## src/sv/nfa_pkg.sv

```systemverilog
// ----------------------------------------------------------------------------
// nfa_pkg
// Shared types, command and status codes and default geometry for the
// NAND flash array model.
// ----------------------------------------------------------------------------
package nfa_pkg;

    // default geometry
    localparam int PAGE_BYTES_DEF      = 512;
    localparam int PAGES_PER_BLOCK_DEF = 16;
    localparam int BLOCKS_DEF          = 32;

    // field widths
    localparam int CMD_W    = 3;
    localparam int PAGE_W   = 12;
    localparam int BLOCK_W  = 8;
    localparam int INDEX_W  = 9;
    localparam int DATA_W   = 8;
    localparam int STATUS_W = 2;
    localparam int WEAR_W   = 16;

    // command codes
    localparam logic [CMD_W-1:0] CMD_READ     = 3'd0;
    localparam logic [CMD_W-1:0] CMD_PROGRAM  = 3'd1;
    localparam logic [CMD_W-1:0] CMD_ERASE    = 3'd2;
    localparam logic [CMD_W-1:0] CMD_MARK_BAD = 3'd3;
    localparam logic [CMD_W-1:0] CMD_QUERY    = 3'd4;

    // status codes
    localparam logic [STATUS_W-1:0] ST_OK    = 2'd0;
    localparam logic [STATUS_W-1:0] ST_RANGE = 2'd1;
    localparam logic [STATUS_W-1:0] ST_BAD   = 2'd2;

    localparam logic [DATA_W-1:0] ERASED_BYTE = 8'hFF;
    localparam logic [WEAR_W-1:0] WEAR_MAX    = 16'hFFFF;

    // request item
    typedef struct packed {
        logic [CMD_W-1:0]   cmd;
        logic [PAGE_W-1:0]  page;
        logic [BLOCK_W-1:0] block;
        logic [INDEX_W-1:0] byte_index;
        logic [DATA_W-1:0]  write_data;
    } nfa_req_t;

    // response item
    typedef struct packed {
        logic [STATUS_W-1:0] status;
        logic [DATA_W-1:0]   read_data;
        logic                block_bad;
        logic [WEAR_W-1:0]   wear_count;
    } nfa_rsp_t;

    // controller to datapath commands
    typedef struct packed {
        logic latch;
        logic decode;
        logic check;
        logic cell_wr;
        logic fill_step;
        logic mark_set;
        logic erase_step;
        logic clear_step;
        logic wear_inc;
        logic set_bad;
        logic sweep_rst;
        logic rsp_load;
    } nfa_ctl_t;

    // datapath to controller status
    typedef struct packed {
        logic [CMD_W-1:0] cmd;
        logic             ok;
        logic             marked;
        logic             clear_last;
        logic             fill_last;
        logic             erase_last;
    } nfa_sts_t;

endpackage

```

## src/sv/nfa_ctrl.sv

```systemverilog
// ----------------------------------------------------------------------------
// nfa_ctrl
// Sequencer for the flash array model: reset clearing pass, per-command
// decode/check/execute steps, page fill and block erase walks, and the
// response register handshake.
// ----------------------------------------------------------------------------
module nfa_ctrl (
    input  logic              clk,
    input  logic              rst_n,
    input  logic              req_valid,
    output logic              req_stall,
    output logic              rsp_valid,
    input  logic              rsp_stall,
    output nfa_pkg::nfa_ctl_t ctl,
    input  nfa_pkg::nfa_sts_t sts
);
    import nfa_pkg::*;

    localparam logic [2:0] S_CLEAR  = 3'd0;
    localparam logic [2:0] S_IDLE   = 3'd1;
    localparam logic [2:0] S_DECODE = 3'd2;
    localparam logic [2:0] S_CHECK  = 3'd3;
    localparam logic [2:0] S_EXEC   = 3'd4;
    localparam logic [2:0] S_FILL   = 3'd5;
    localparam logic [2:0] S_ERASE  = 3'd6;
    localparam logic [2:0] S_RESP   = 3'd7;

    logic [2:0] state_reg;
    logic [2:0] state_next;
    logic       rsp_valid_reg;
    logic       rsp_valid_next;
    logic       rsp_free;

    assign rsp_free  = !rsp_valid_reg || !rsp_stall;
    assign req_stall = (state_reg != S_IDLE);
    assign rsp_valid = rsp_valid_reg;

    // state sequencing and datapath commands
    always_comb
    begin
        state_next = state_reg;
        ctl        = '0;
        unique case (state_reg)
            S_CLEAR:
            begin
                ctl.clear_step = 1'b1;
                if (sts.clear_last)
                begin
                    state_next = S_IDLE;
                end
            end
            S_IDLE:
            begin
                if (req_valid)
                begin
                    ctl.latch  = 1'b1;
                    state_next = S_DECODE;
                end
            end
            S_DECODE:
            begin
                ctl.decode = 1'b1;
                state_next = S_CHECK;
            end
            S_CHECK:
            begin
                ctl.check  = 1'b1;
                state_next = S_EXEC;
            end
            S_EXEC:
            begin
                state_next = S_RESP;
                if (sts.ok)
                begin
                    case (sts.cmd)
                        CMD_PROGRAM:
                        begin
                            if (sts.marked)
                            begin
                                ctl.cell_wr = 1'b1;
                            end
                            else
                            begin
                                ctl.sweep_rst = 1'b1;
                                state_next    = S_FILL;
                            end
                        end
                        CMD_ERASE:
                        begin
                            ctl.wear_inc  = 1'b1;
                            ctl.sweep_rst = 1'b1;
                            state_next    = S_ERASE;
                        end
                        CMD_MARK_BAD:
                        begin
                            ctl.set_bad = 1'b1;
                        end
                        default:
                        begin
                            state_next = S_RESP;
                        end
                    endcase
                end
            end
            S_FILL:
            begin
                ctl.fill_step = 1'b1;
                if (sts.fill_last)
                begin
                    ctl.mark_set = 1'b1;
                    state_next   = S_RESP;
                end
            end
            S_ERASE:
            begin
                ctl.erase_step = 1'b1;
                if (sts.erase_last)
                begin
                    state_next = S_RESP;
                end
            end
            S_RESP:
            begin
                if (rsp_free)
                begin
                    ctl.rsp_load = 1'b1;
                    state_next   = S_IDLE;
                end
            end
            default:
            begin
                state_next = S_CLEAR;
            end
        endcase
    end

    // response valid flag
    always_comb
    begin
        if (ctl.rsp_load)
        begin
            rsp_valid_next = 1'b1;
        end
        else if (!rsp_stall)
        begin
            rsp_valid_next = 1'b0;
        end
        else
        begin
            rsp_valid_next = rsp_valid_reg;
        end
    end

    always_ff @(posedge clk or negedge rst_n)
    begin
        if (!rst_n)
        begin
            state_reg     <= S_CLEAR;
            rsp_valid_reg <= 1'b0;
        end
        else
        begin
            state_reg     <= state_next;
            rsp_valid_reg <= rsp_valid_next;
        end
    end

endmodule

```

## config.mk

```make
export PLATFORM = sky130hd
export DESIGN_NAME = nfa_ctrl
export DESIGN_NICKNAME = d
export VERILOG_FILES = /design/src/sv/nfa_pkg.sv /design/src/sv/nfa_ctrl.sv
export SDC_FILE = /design/constraint.sdc
export NUM_CORES = 1
export LEC_CHECK = 0
export ABC_CLOCK_PERIOD_IN_PS = 1900
export BUFFER_PORTS_ARGS = -buffer_cell sky130_fd_sc_hd__buf_2
export CAP_MARGIN = 20
export CORE_AREA = 2 2 39 41
export DETAILED_ROUTE_END_ITERATION = 10
export DIE_AREA = 0 0 41 43
export GPL_ROUTABILITY_DRIVEN = 0
export SYNTH_ARGS = -nofsm -noshare
export SYNTH_HDL_FRONTEND = slang
export SYNTH_SLANG_ARGS = --single-unit
```

## constraint.sdc

```tcl
create_clock -name clk -period 1.9 [get_ports clk]
set_clock_uncertainty 0.1 [all_clocks]
set_input_delay 0.285 -clock clk [delete_from_list [all_inputs] [get_ports clk]]
set_output_delay 0.285 -clock clk [all_outputs]
set_load 0.005 [all_outputs]
```

After elaboration in Yosys (flattened, before gate mapping) --
Cells that the tools add are included.
Storage, ports and cells: flip-flop bits (word level) 4, output and inout bits 14, word-level logic and storage cells 55
Operators by class: equality and inequality tests 17, muxes and demuxes 31, reductions and logical operators 5
Operators by type and width (number):
- two-way mux 3 bit | 8
- one-hot mux 3 bit (8 select lines) | 1
- two-way mux 1 bit | 18
- == test 3 x 2 -> 1 bit, second input constant | 4
- == test 3 bit, second input constant | 4
- != test 2 bit, second input constant | 5
- == test 3 x 1 -> 1 bit, second input constant | 2
- one-hot mux 3 bit (2 select lines) | 1
- AND reduction 5 bit | 1
- two-way mux 2 bit | 2
- logical NOT 3 bit | 1
- != test 3 x 1 -> 1 bit, second input constant | 1
- logical NOT 1 bit | 2
- != test 2 x 1 -> 1 bit, second input constant | 1
- one-hot mux 1 bit (2 select lines) | 1
- logical OR 1 bit | 1

Longest topological paths before layout --
Gate-level depths: netlist (run 1).
depth in word-level cells 5, mapped depth 5, depth with buffers taken out 4

Worst setup path after synthesis (run 1) --
Ideal clock, no wire load.
path type register to output, from register state_reg[0], to output ctl[1] in the netlist's numbering, arrival 1.148 ns, slack 0.367 ns, stages on the path, launching flop included 5, buffers on the path 1, cells stage by stage dfrtp_1 -> clkbuf_1 -> nor4b_1 -> nand2_1 -> a21oi_1
RTL lines:
- from (decl) | RTL line nfa_ctrl.sv:28 | logic [2:0] state_reg;
- from (signal assigned) | RTL line nfa_ctrl.sv:163 | state_reg <= state_next;
- to (decl) | RTL line nfa_ctrl.sv:14 | output nfa_pkg::nfa_ctl_t ctl,

==> results.ini, run 1 <==
[final_layout]
area_growth_syn_to_layout_pct=53.07
final_area_um2=530.5
layout-drive-gt1-share_pct=44.74
nFillCells=165
layout.nets=90
diodes=0
largest_reg_flops=3

[synthesis]
yosys.cell_types.count=25
syn_area_um2=346.6
yosys.area.top_type=dfrtp_1
synth_cells=49
synth.area.top_cells=dfrtp_1 (29%), nor2_1 (9.7%), nand2_1 (7.6%), a21oi_1 (5.8%), or3b_1 (5.1%)
synth_top_area_share_pct=28.88
ys_seq_area_share_pct=28.88
synth.net_count=61
ys_seq_elements=4
avgSynthCellArea_um2=7.073
ys_warn_count=0

[setup_path]
critical_path_arrival_ns=1.37
endpoint_kind=output pin
critical_path_required_ns=1.51
start_kind=register
criticalPathCategory=register to output pin
crit_fanout=12
reg2reg_depth=4

[hold_path]
hp-class=input port to register
holdPathStages=3

[global_route]
grt_pass1_vias=374
met2_usage_pct=16.88
grt_overflow=0
grt_pass1_wl_mm=1.518
grt_busiest_layer=met1
grt_max_degree=13
antenna_found_initial=0
gr-usage-met3_pct=1.571
gr-usage-met1_pct=17.59
grt_util_all_layers_pct=12.40

[sta]
tightestPinTransition_ns=0.2382
finalMaxSlewViolations=0
setup_viol=0
tns_ns=0
finalCritPeriodShare_pct=92.12
finalCriticalPeriod_ns=1.750
rsz0062_at_grt=false
hold_viol_final=0
fmax_mhz=571.4
relSlewSlack_pct=83.95

[clocking]
htree_levels=1
cts_num_sinks=4
cts_buffer_depth=2
cts_tree=done
cts_buffers=3
clk_latency_ns=0.23
root_buffer=clkbuf_4
cts.clk_slew.worst_paths_ns=0.04

[floorplan]
fp.dieH_um=43
io_pins=26
die_w_um=41
num_rows=14
core_um2=1384
dieArea_um2=1763
start_util_pct=25.05

[power_and_ir_drop]
ir_drop_mv=0.4823
p_per_area_nw_per_um2=1262
leakagePower_nw=0.2767
power_w=0.0006696

[routing]
drt_pass1_iterations=4
wl_per_cell_um=9.826
wl_um=904
drtAntennaViolNets=0
drcViolationCount=0
drt_iter0_drc=9
vias=421
viasPerCell=4.576

[placed_design]
placed_area_um2=488.0
port_buffers=25
place_hpwl_um=736.6

[run_status]
status=finished, final reports clean

[job]
cap_violations=0

==> metal layers <==
layer  wire, um  part of all wire [%]
met3         57                   6.3
met2        439                    49
met4          0                     0
met5          0                     0
met1        406                    45
==> per-stage QoR <==
| step | utilization, % | hold WS, ns | instances | setup slack [ns] |
|---|---|---|---|---|
| 6_report | 38.34 | 0.2129 | 92 | 0.1498 |
| 5_1_grt | 38.34 | 0.2414 | 92 | 0.02022 |
| 4_1_cts | 37.61 | 0.2130 | 92 | 0.04010 |
| 3_5_place_dp | 35.26 | -0.003110 | 88 | 0.2308 |
| 3_3_place_gp | 35.26 | -0.005439 | 88 | 0.2686 |
| 2_1_floorplan | - | -0.1106 | 49 | 0.3668 |
==> Yosys cell counts, drive strengths merged <==
library cell,number
nand3,1
nor4b,1
and3,1
nand3b,1
o31a,1
inv,2
dfrtp,4
nor3,1
mux2i,1
and2,1
nor2,9
buf,1
or4,1
or3,1
o21ai,1
nand2b,1
o22ai,1
nor3b,1
or3b,2
a21oi,4
clkbuf,3
nand2,7
mux2,1
a31oi,1
o221ai,1
==> kinds of logic (layout without fill, tap and decap cells) <==
group,Yosys count,in the layout,synth area share [%]
simple gates,28,28,41.52
compound gates,9,9,15.89
buf+inv,6,33,7.583
flops,4,4,28.88
mux,2,2,6.137
==> worst max-delay path, cell delays in order, from the launching register on <==
cell and delay (ns):
dfrtp_2 0.47, nor4b_2 0.29, nand2_2 0.12, a21oi_1 0.13
buf_2 0.12
==> layout by cell type, fill, tap and decap left out, types with 2 or more instances in the layout <==
cell type  instances
buf_4              2
inv_1              2
nand2_1            6
clkbuf_4           3
or3b_1             2
buf_2             25
nor2_1             9
a21oi_1            4
dfrtp_1            3
==> final timing paths <==
path                                   start           end  slack (ns)
worst min register to register     rsp_valid     rsp_valid        0.45
max in group asynchronous              rst_n  state_reg[1]        1.28
worst max-delay path            state_reg[1]        ctl[1]        0.15
min in group asynchronous              rst_n     rsp_valid        0.29
worst max register to register  state_reg[1]  state_reg[0]        0.31
worst min-delay path               rsp_stall     rsp_valid        0.21
==> repair_timing <==
action,CTS,global route
endpoints found under the hold margin,4,0
endpoints found under the setup margin,0,4
hold buffers,1,0
setup buffers,0,0
resized for setup,0,3
==> area by class of cell <==
| cell class | count | area (um^2) | area share (%) |
|---|---|---|---|
| flip-flops and latches | 4 | 101.3 | 19.10 |
| repair buffers | 28 | 150.1 | 28.30 |
| inverters | 2 | 7.507 | 1.415 |
| multi-input cells | 39 | 229.0 | 43.16 |
| clock buffers | 3 | 22.52 | 4.245 |
| well taps | 16 | 20.02 | 3.774 |
==> power breakdown <==
| group | leakage (nW) | internal (W) | switching, W |
|---|---|---|---|
| logic | 0.218 | 0.000184 | 0.000184 |
| registers | 0.0453 | 0.000129 | 0.0000660 |
| clock network | 0.0138 | 0.0000707 | 0.0000352 |
| total | 0.277 | 0.000384 | 0.000286 |
(Power assumes the default switching activity.)
==> run 2, diff against run 1 <==
Settings changed: CTS_BUF_LIST set to sky130_fd_sc_hd__clkbuf_16.
==> results.ini, run 2 (synthesis gave the netlist of run 1 again) <==
[clocking]
cts_tree=done
clk_latency_ns=0.22  ; about the same
htree_levels=1  ; unchanged
cts.clk_slew.worst_paths_ns=0.03  ; about the same
root_buffer=clkbuf_16
cts_num_sinks=4  ; unchanged
cts_buffers=3  ; unchanged
cts_setup_buffers=0  ; unchanged
cts_buffer_depth=2  ; unchanged

[global_route]
grt_max_degree=13  ; unchanged
gr-usage-met1_pct=18.30  ; +0.71 points
grt_util_all_layers_pct=12.92  ; +0.52 points
grt_overflow=0  ; unchanged
grt_pass1_vias=388  ; +3.7%
grt_pass1_wl_mm=1.573  ; +3.6%
grt_busiest_layer=met1
met2_usage_pct=16.88  ; unchanged
antenna_found_initial=0  ; unchanged
gr-usage-met3_pct=3.141  ; +1.6 points

[setup_path]
rr_startpoint=state_reg[1]
crit_fanout=12  ; unchanged
endpoint_kind=output pin
criticalPathCategory=register to output pin
critical_path_arrival_ns=1.36  ; about the same
start_kind=register
worst_r2r_endpoint=state_reg[0]
reg2reg_depth=4  ; unchanged
ff2ff_setup_slack_ns=0.32  ; about the same
critical_path_required_ns=1.51  ; about the same

[placed_design]
place_hpwl_um=736.6  ; unchanged
port_buffers=25  ; unchanged
detailedPlace.worstSlack_ns=0.2308  ; unchanged

[routing]
drtAntennaViolNets=0  ; unchanged
wl_per_cell_um=9.989  ; +1.7%
wl_um=919  ; +1.7%
vias=424  ; +0.71%
drt_iter0_drc=2  ; -7
drcViolationCount=0  ; unchanged
drt_pass1_iterations=4  ; unchanged
viasPerCell=4.609  ; +0.71%

[job]
cap_violations=0  ; unchanged

[final_layout]
mostFrequentLayoutCells=buf_2 (25), nor2_1 (9), nand2_1 (7)
largest_reg_flops=3  ; unchanged
nFillCells=155  ; -6.1%
area_growth_syn_to_layout_pct=67.51
diodes=0  ; unchanged
layout.nets=90  ; unchanged
layout-drive-gt1-share_pct=43.42  ; -1.3 points
postLayoutCoreUtil_pct=41.95  ; +3.6 points
final_common_cell=buf_2

[hold_path]
holdPathEnd=rsp_valid
hold_path_startpoint=rsp_stall
hp-class=input port to register
holdPathStages=3  ; unchanged

[sta]
finalCriticalPeriod_ns=1.743  ; -0.007267 ns
tightestPinTransition_ns=0.2381  ; -0.00006473 ns
finalCritPeriodShare_pct=91.73  ; -0.38 points
fmax_mhz=573.7  ; +0.42%
layout_setup_ws_ns=0.1570  ; +0.007267 ns
setup_viol=0  ; unchanged
finalMaxSlewViolations=0  ; unchanged
tns_ns=0  ; unchanged
relSlewSlack_pct=83.96  ; about the same
hold_viol_final=0  ; unchanged
rsz0062_at_grt=false

[power_and_ir_drop]
p_per_area_nw_per_um2=1526  ; +21%
ir_drop_mv=0.6855  ; +42%
power_w=0.0008861  ; +32%
leakagePower_nw=0.2992  ; +8.1%

[run_status]
status=finished, final reports clean

[floorplan]
start_util_pct=25.05  ; unchanged
num_rows=14  ; unchanged
fp.dieH_um=43  ; unchanged
core_um2=1384  ; unchanged
dieArea_um2=1763  ; unchanged
die_w_um=41  ; unchanged
io_pins=26  ; unchanged

==> run 2: power by group <==
group	switching, W	internal (W)	total (W)	leakage (nW)
combinational	0.000182	0.000184	0.000366	0.217
clock	0.0000564	0.000269	0.000325	0.0370
sequential	0.0000653	0.000130	0.000195	0.0453
==> run 2: repair_timing <==
item,CTS,global route
hold endpoints to repair,4,0
resized for setup,0,2
hold buffers,1,0
endpoints found under the setup margin,0,4
==> run 2: final cells by class <==
type | instances | area [um^2] | share of cell area, %
inverters | 2 | 7.507 | 1.293
repair buffers | 28 | 150.1 | 25.86
clock buffers | 3 | 75.07 | 12.93
well taps | 16 | 20.02 | 3.448
flip-flops and latches | 4 | 101.3 | 17.46
multi-input cells | 39 | 226.5 | 39.01
==> run 2: metrics by stage <==
step	hold WS (ns)	std cells	area, um^2
final	0.2239	92	580.6
after global routing	0.2600	92	580.6
after CTS	0.2282	92	573.1
after detailed placement	-0.003110	88	488.0
after global placement	-0.005439	88	488.0
after floorplan	-0.1106	49	346.6
==> run 2: how the worst max path moves through the flow <==
stage | slack, ns | depth (start not counted) | to | startpoint
after global routing | 0.01 | 4 | ctl[1] | state_reg[1]
final | 0.16 | 4 | ctl[1] | state_reg[1]
after global placement | 0.27 | 4 | ctl[1] | state_reg[1]
after detailed placement | 0.23 | 5 | state_reg[1] | sts[6]
after CTS | 0.06 | 4 | ctl[1] | state_reg[1]
after floorplan | 0.37 | 4 | ctl[1] | state_reg[0]
==> run 2: layer usage <==
metal  wire [um]  vias to the layer above  part of all wire (%)
li1            -                      226                     -
met3          57                        0                   6.2
met1         417                      185                    45
met4           0                        0                     0
met2         445                       13                    48
met5           0                        -                     0
==> run 2: worst max-delay path, cell delays in order, from the launching register on <==
cell and delay [ns]:
dfrtp_2 0.47, nor4b_2 0.26, nand2_1 0.15, a21oi_1 0.14
buf_2 0.12
==> run 3, diff against run 2 <==
--- a/config.mk
+++ b/config.mk
@@ -15,2 +15,4 @@
 export GPL_ROUTABILITY_DRIVEN = 0
+export PLACE_DENSITY_LB_ADDON = 0.25
+export REMOVE_ABC_BUFFERS = 1
 export SYNTH_ARGS = -nofsm -noshare
==> constraint.sdc (replaced) <==
create_clock -name clk -period 1.9 [get_ports clk]
set_clock_uncertainty 0.1 [all_clocks]
set_input_delay 0.095 -clock clk [delete_from_list [all_inputs] [get_ports clk]]
set_output_delay 0.095 -clock clk [all_outputs]
set_load 0.005 [all_outputs]
==> results.ini, run 3 (synthesis gave the netlist of run 1 again) <==
[run_status]
status=finished, final reports clean

[routing]
drtAntennaViolNets=0  ; unchanged
drcViolationCount=0  ; unchanged
drt_pass1_iterations=2  ; -2
viasPerCell=4.688  ; +1.7%
wl_per_cell_um=10.01  ; +0.22%
drt_iter0_drc=2  ; unchanged
vias=436  ; +2.8%
wl_um=931  ; +1.3%

[sta]
finalCritPeriodShare_pct=89.45  ; -2.3 points
fmax_mhz=588.4  ; +2.6%
relSlewSlack_pct=82.73  ; -1.2 points
hold_viol_final=0  ; unchanged
finalCriticalPeriod_ns=1.700  ; -0.04336 ns
setup_viol=0  ; unchanged
tightestPinTransition_ns=0.2590  ; +0.02086 ns
finalMaxSlewViolations=0  ; unchanged
rsz0062_at_grt=false
tns_ns=0  ; unchanged

[final_layout]
area_growth_syn_to_layout_pct=69.31
mostFrequentLayoutCells=buf_2 (25), nor2_1 (9), nand2_1 (7)
regArea_um2=100.1  ; -1.2%
diodes=0  ; unchanged
multi_input_area_um2=226.5  ; unchanged
nFillCells=149  ; -3.9%
layout-drive-gt1-share_pct=42.86  ; -0.56 points
layout.nets=91  ; +1.1%
final_common_cell=buf_2
largest_reg_flops=3  ; unchanged
final_area_um2=586.8  ; +1.1%

[clocking]
cts_tree=done
cts.clk_slew.worst_paths_ns=0.03  ; about the same
root_buffer=clkbuf_16
cts_buffer_depth=2  ; unchanged
htree_levels=1  ; unchanged
cts_setup_buffers=0  ; unchanged
cts_buffers=3  ; unchanged
cts_num_sinks=4  ; unchanged
clk_latency_ns=0.22  ; about the same

[setup_path]
worst_r2r_endpoint=state_reg[0]
ff2ff_setup_slack_ns=0.33  ; about the same
path_delay_family=flip-flops
critPathSlowestCell=dfrtp_1
cp_slowest_stage_delay_ns=0.44  ; -0.03 ns
rr_startpoint=state_reg[2]
start_kind=register
timing.critical_path.to=ctl[1]
critical_path_arrival_ns=1.50  ; +0.14 ns
worst-path-buf-inv=2  ; +1
crit_fanout=7  ; -5
endpoint_kind=output pin
path_cells=buf_4, nor4b_2, nand2_1, a21oi_1, buf_2
worstSetupStartpoint=state_reg[1]
criticalPathCategory=register to output pin
reg2reg_depth=4  ; unchanged
critical_path_required_ns=1.70  ; +0.19 ns
cp.depth=5  ; +1

[floorplan]
core_um2=1384  ; unchanged
io_pins=26  ; unchanged
start_util_pct=25.05  ; unchanged
dieArea_um2=1763  ; unchanged
num_rows=14  ; unchanged
fp.dieH_um=43  ; unchanged
die_w_um=41  ; unchanged

[hold_path]
holdPathStages=3  ; unchanged
hp-class=input port to register

[placed_design]
place_hpwl_um=721.8  ; -2.0%
placed_area_um2=495.5  ; +1.5%
port_buffers=25  ; unchanged

[power_and_ir_drop]
ir_drop_mv=0.5201  ; -24%
power_frac_seq_pct=21.6  ; -0.4 points
p_per_area_nw_per_um2=1537  ; +0.71%
p_clk_share_pct=35.7  ; -1.0 points
p_sw_w=0.0003107  ; +2.2%
leakagePower_nw=0.3053  ; +2.0%
intPower_w=0.0005913  ; +1.6%
power_w=0.0009021  ; +1.8%
combPwrFrac_pct=42.7  ; +1.4 points
swShare_pct=34.45  ; +0.12 points

[global_route]
antenna_found_initial=0  ; unchanged
grt_overflow=0  ; unchanged
grt_pass1_wl_mm=1.297  ; -18%
grt_max_degree=11  ; -2
grt_pass1_vias=363  ; -6.4%
grt_util_all_layers_pct=10.99  ; -1.9 points

[job]
cap_violations=0  ; unchanged

[run 3: changes by cell type in the layout (fill, tap and decap cells not counted)]
cell     previous run  this run
buf_4               2         3
dfrtp_1             3         4
dfrtp_2             1         0
[run 3: worst reg2reg max path, cell delays in order, from the launching register on]
cell,delay [ns]
dfrtp_1,0.47
mux2_2,0.38
o31a_1,0.23
o21ai_0,0.10
mux2i_1,0.21
[run 3: layout make-up]
cell class                      count  share of cell area (%)
Tap cell                           16                   3.412
Timing Repair Buffer               29                   26.87
Clock buffer                        3                   12.79
Sequential cell                     4                   17.06
Multi-Input combinational cell     39                   38.59
Inverter                            2                   1.279
[run 3: through the flow]
step / hold WS [ns] / worst slack [ns] / instances / util [%]
after global placement: -0.1984 / 0.3685 / 89 / 35.80
after global routing: 0.05310 / 0.03712 / 93 / 42.41
after CTS: 0.04424 / 0.1272 / 93 / 41.95
after detailed placement: -0.1972 / 0.3384 / 89 / 35.80
final: 0.05078 / 0.2004 / 93 / 42.41
after floorplan: -0.3006 / 0.3622 / 45 / -
[run 3: layer usage]
metal	wire (um)	global-route usage, %	vias up
li1	-	-	228
met1	435	13.03	191
met2	415	15.94	17
met3	79	3.141	0
met4	0	8.000	0
met5	0	0	-
[run 3: power by group through the flow]
stage | clock network (W) | logic (W) | registers [W]
final | 0.000322 | 0.000385 | 0.000195
after global routing | 0.000337 | 0.000435 | 0.000201
after CTS | 0.000329 | 0.000388 | 0.000192
after detailed placement | 0 | 0.000383 | 0.000193
after global placement | 0 | 0.000381 | 0.000189
after floorplan | 0 | 0.000190 | 0.000205
[run 3: what timing repair did]
| item | in CTS | in global routing |
|---|---|---|
| gates resized for setup | 0 | 1 |
| endpoints found under the hold margin | 4 | 0 |
| hold buffers | 1 | 0 |
| setup endpoints to repair | 0 | 3 |
[run 3: worst min path at each step]
| stage | from | to |
|---|---|---|
| 5_1_grt | rsp_stall | rsp_valid |
| 3_3_place_gp | rst_n | rsp_valid |
| 2_1_floorplan | rst_n | rsp_valid |
| 6_report | rsp_stall | rsp_valid |
| 3_5_place_dp | rst_n | rsp_valid |
| 4_1_cts | rsp_stall | rsp_valid |
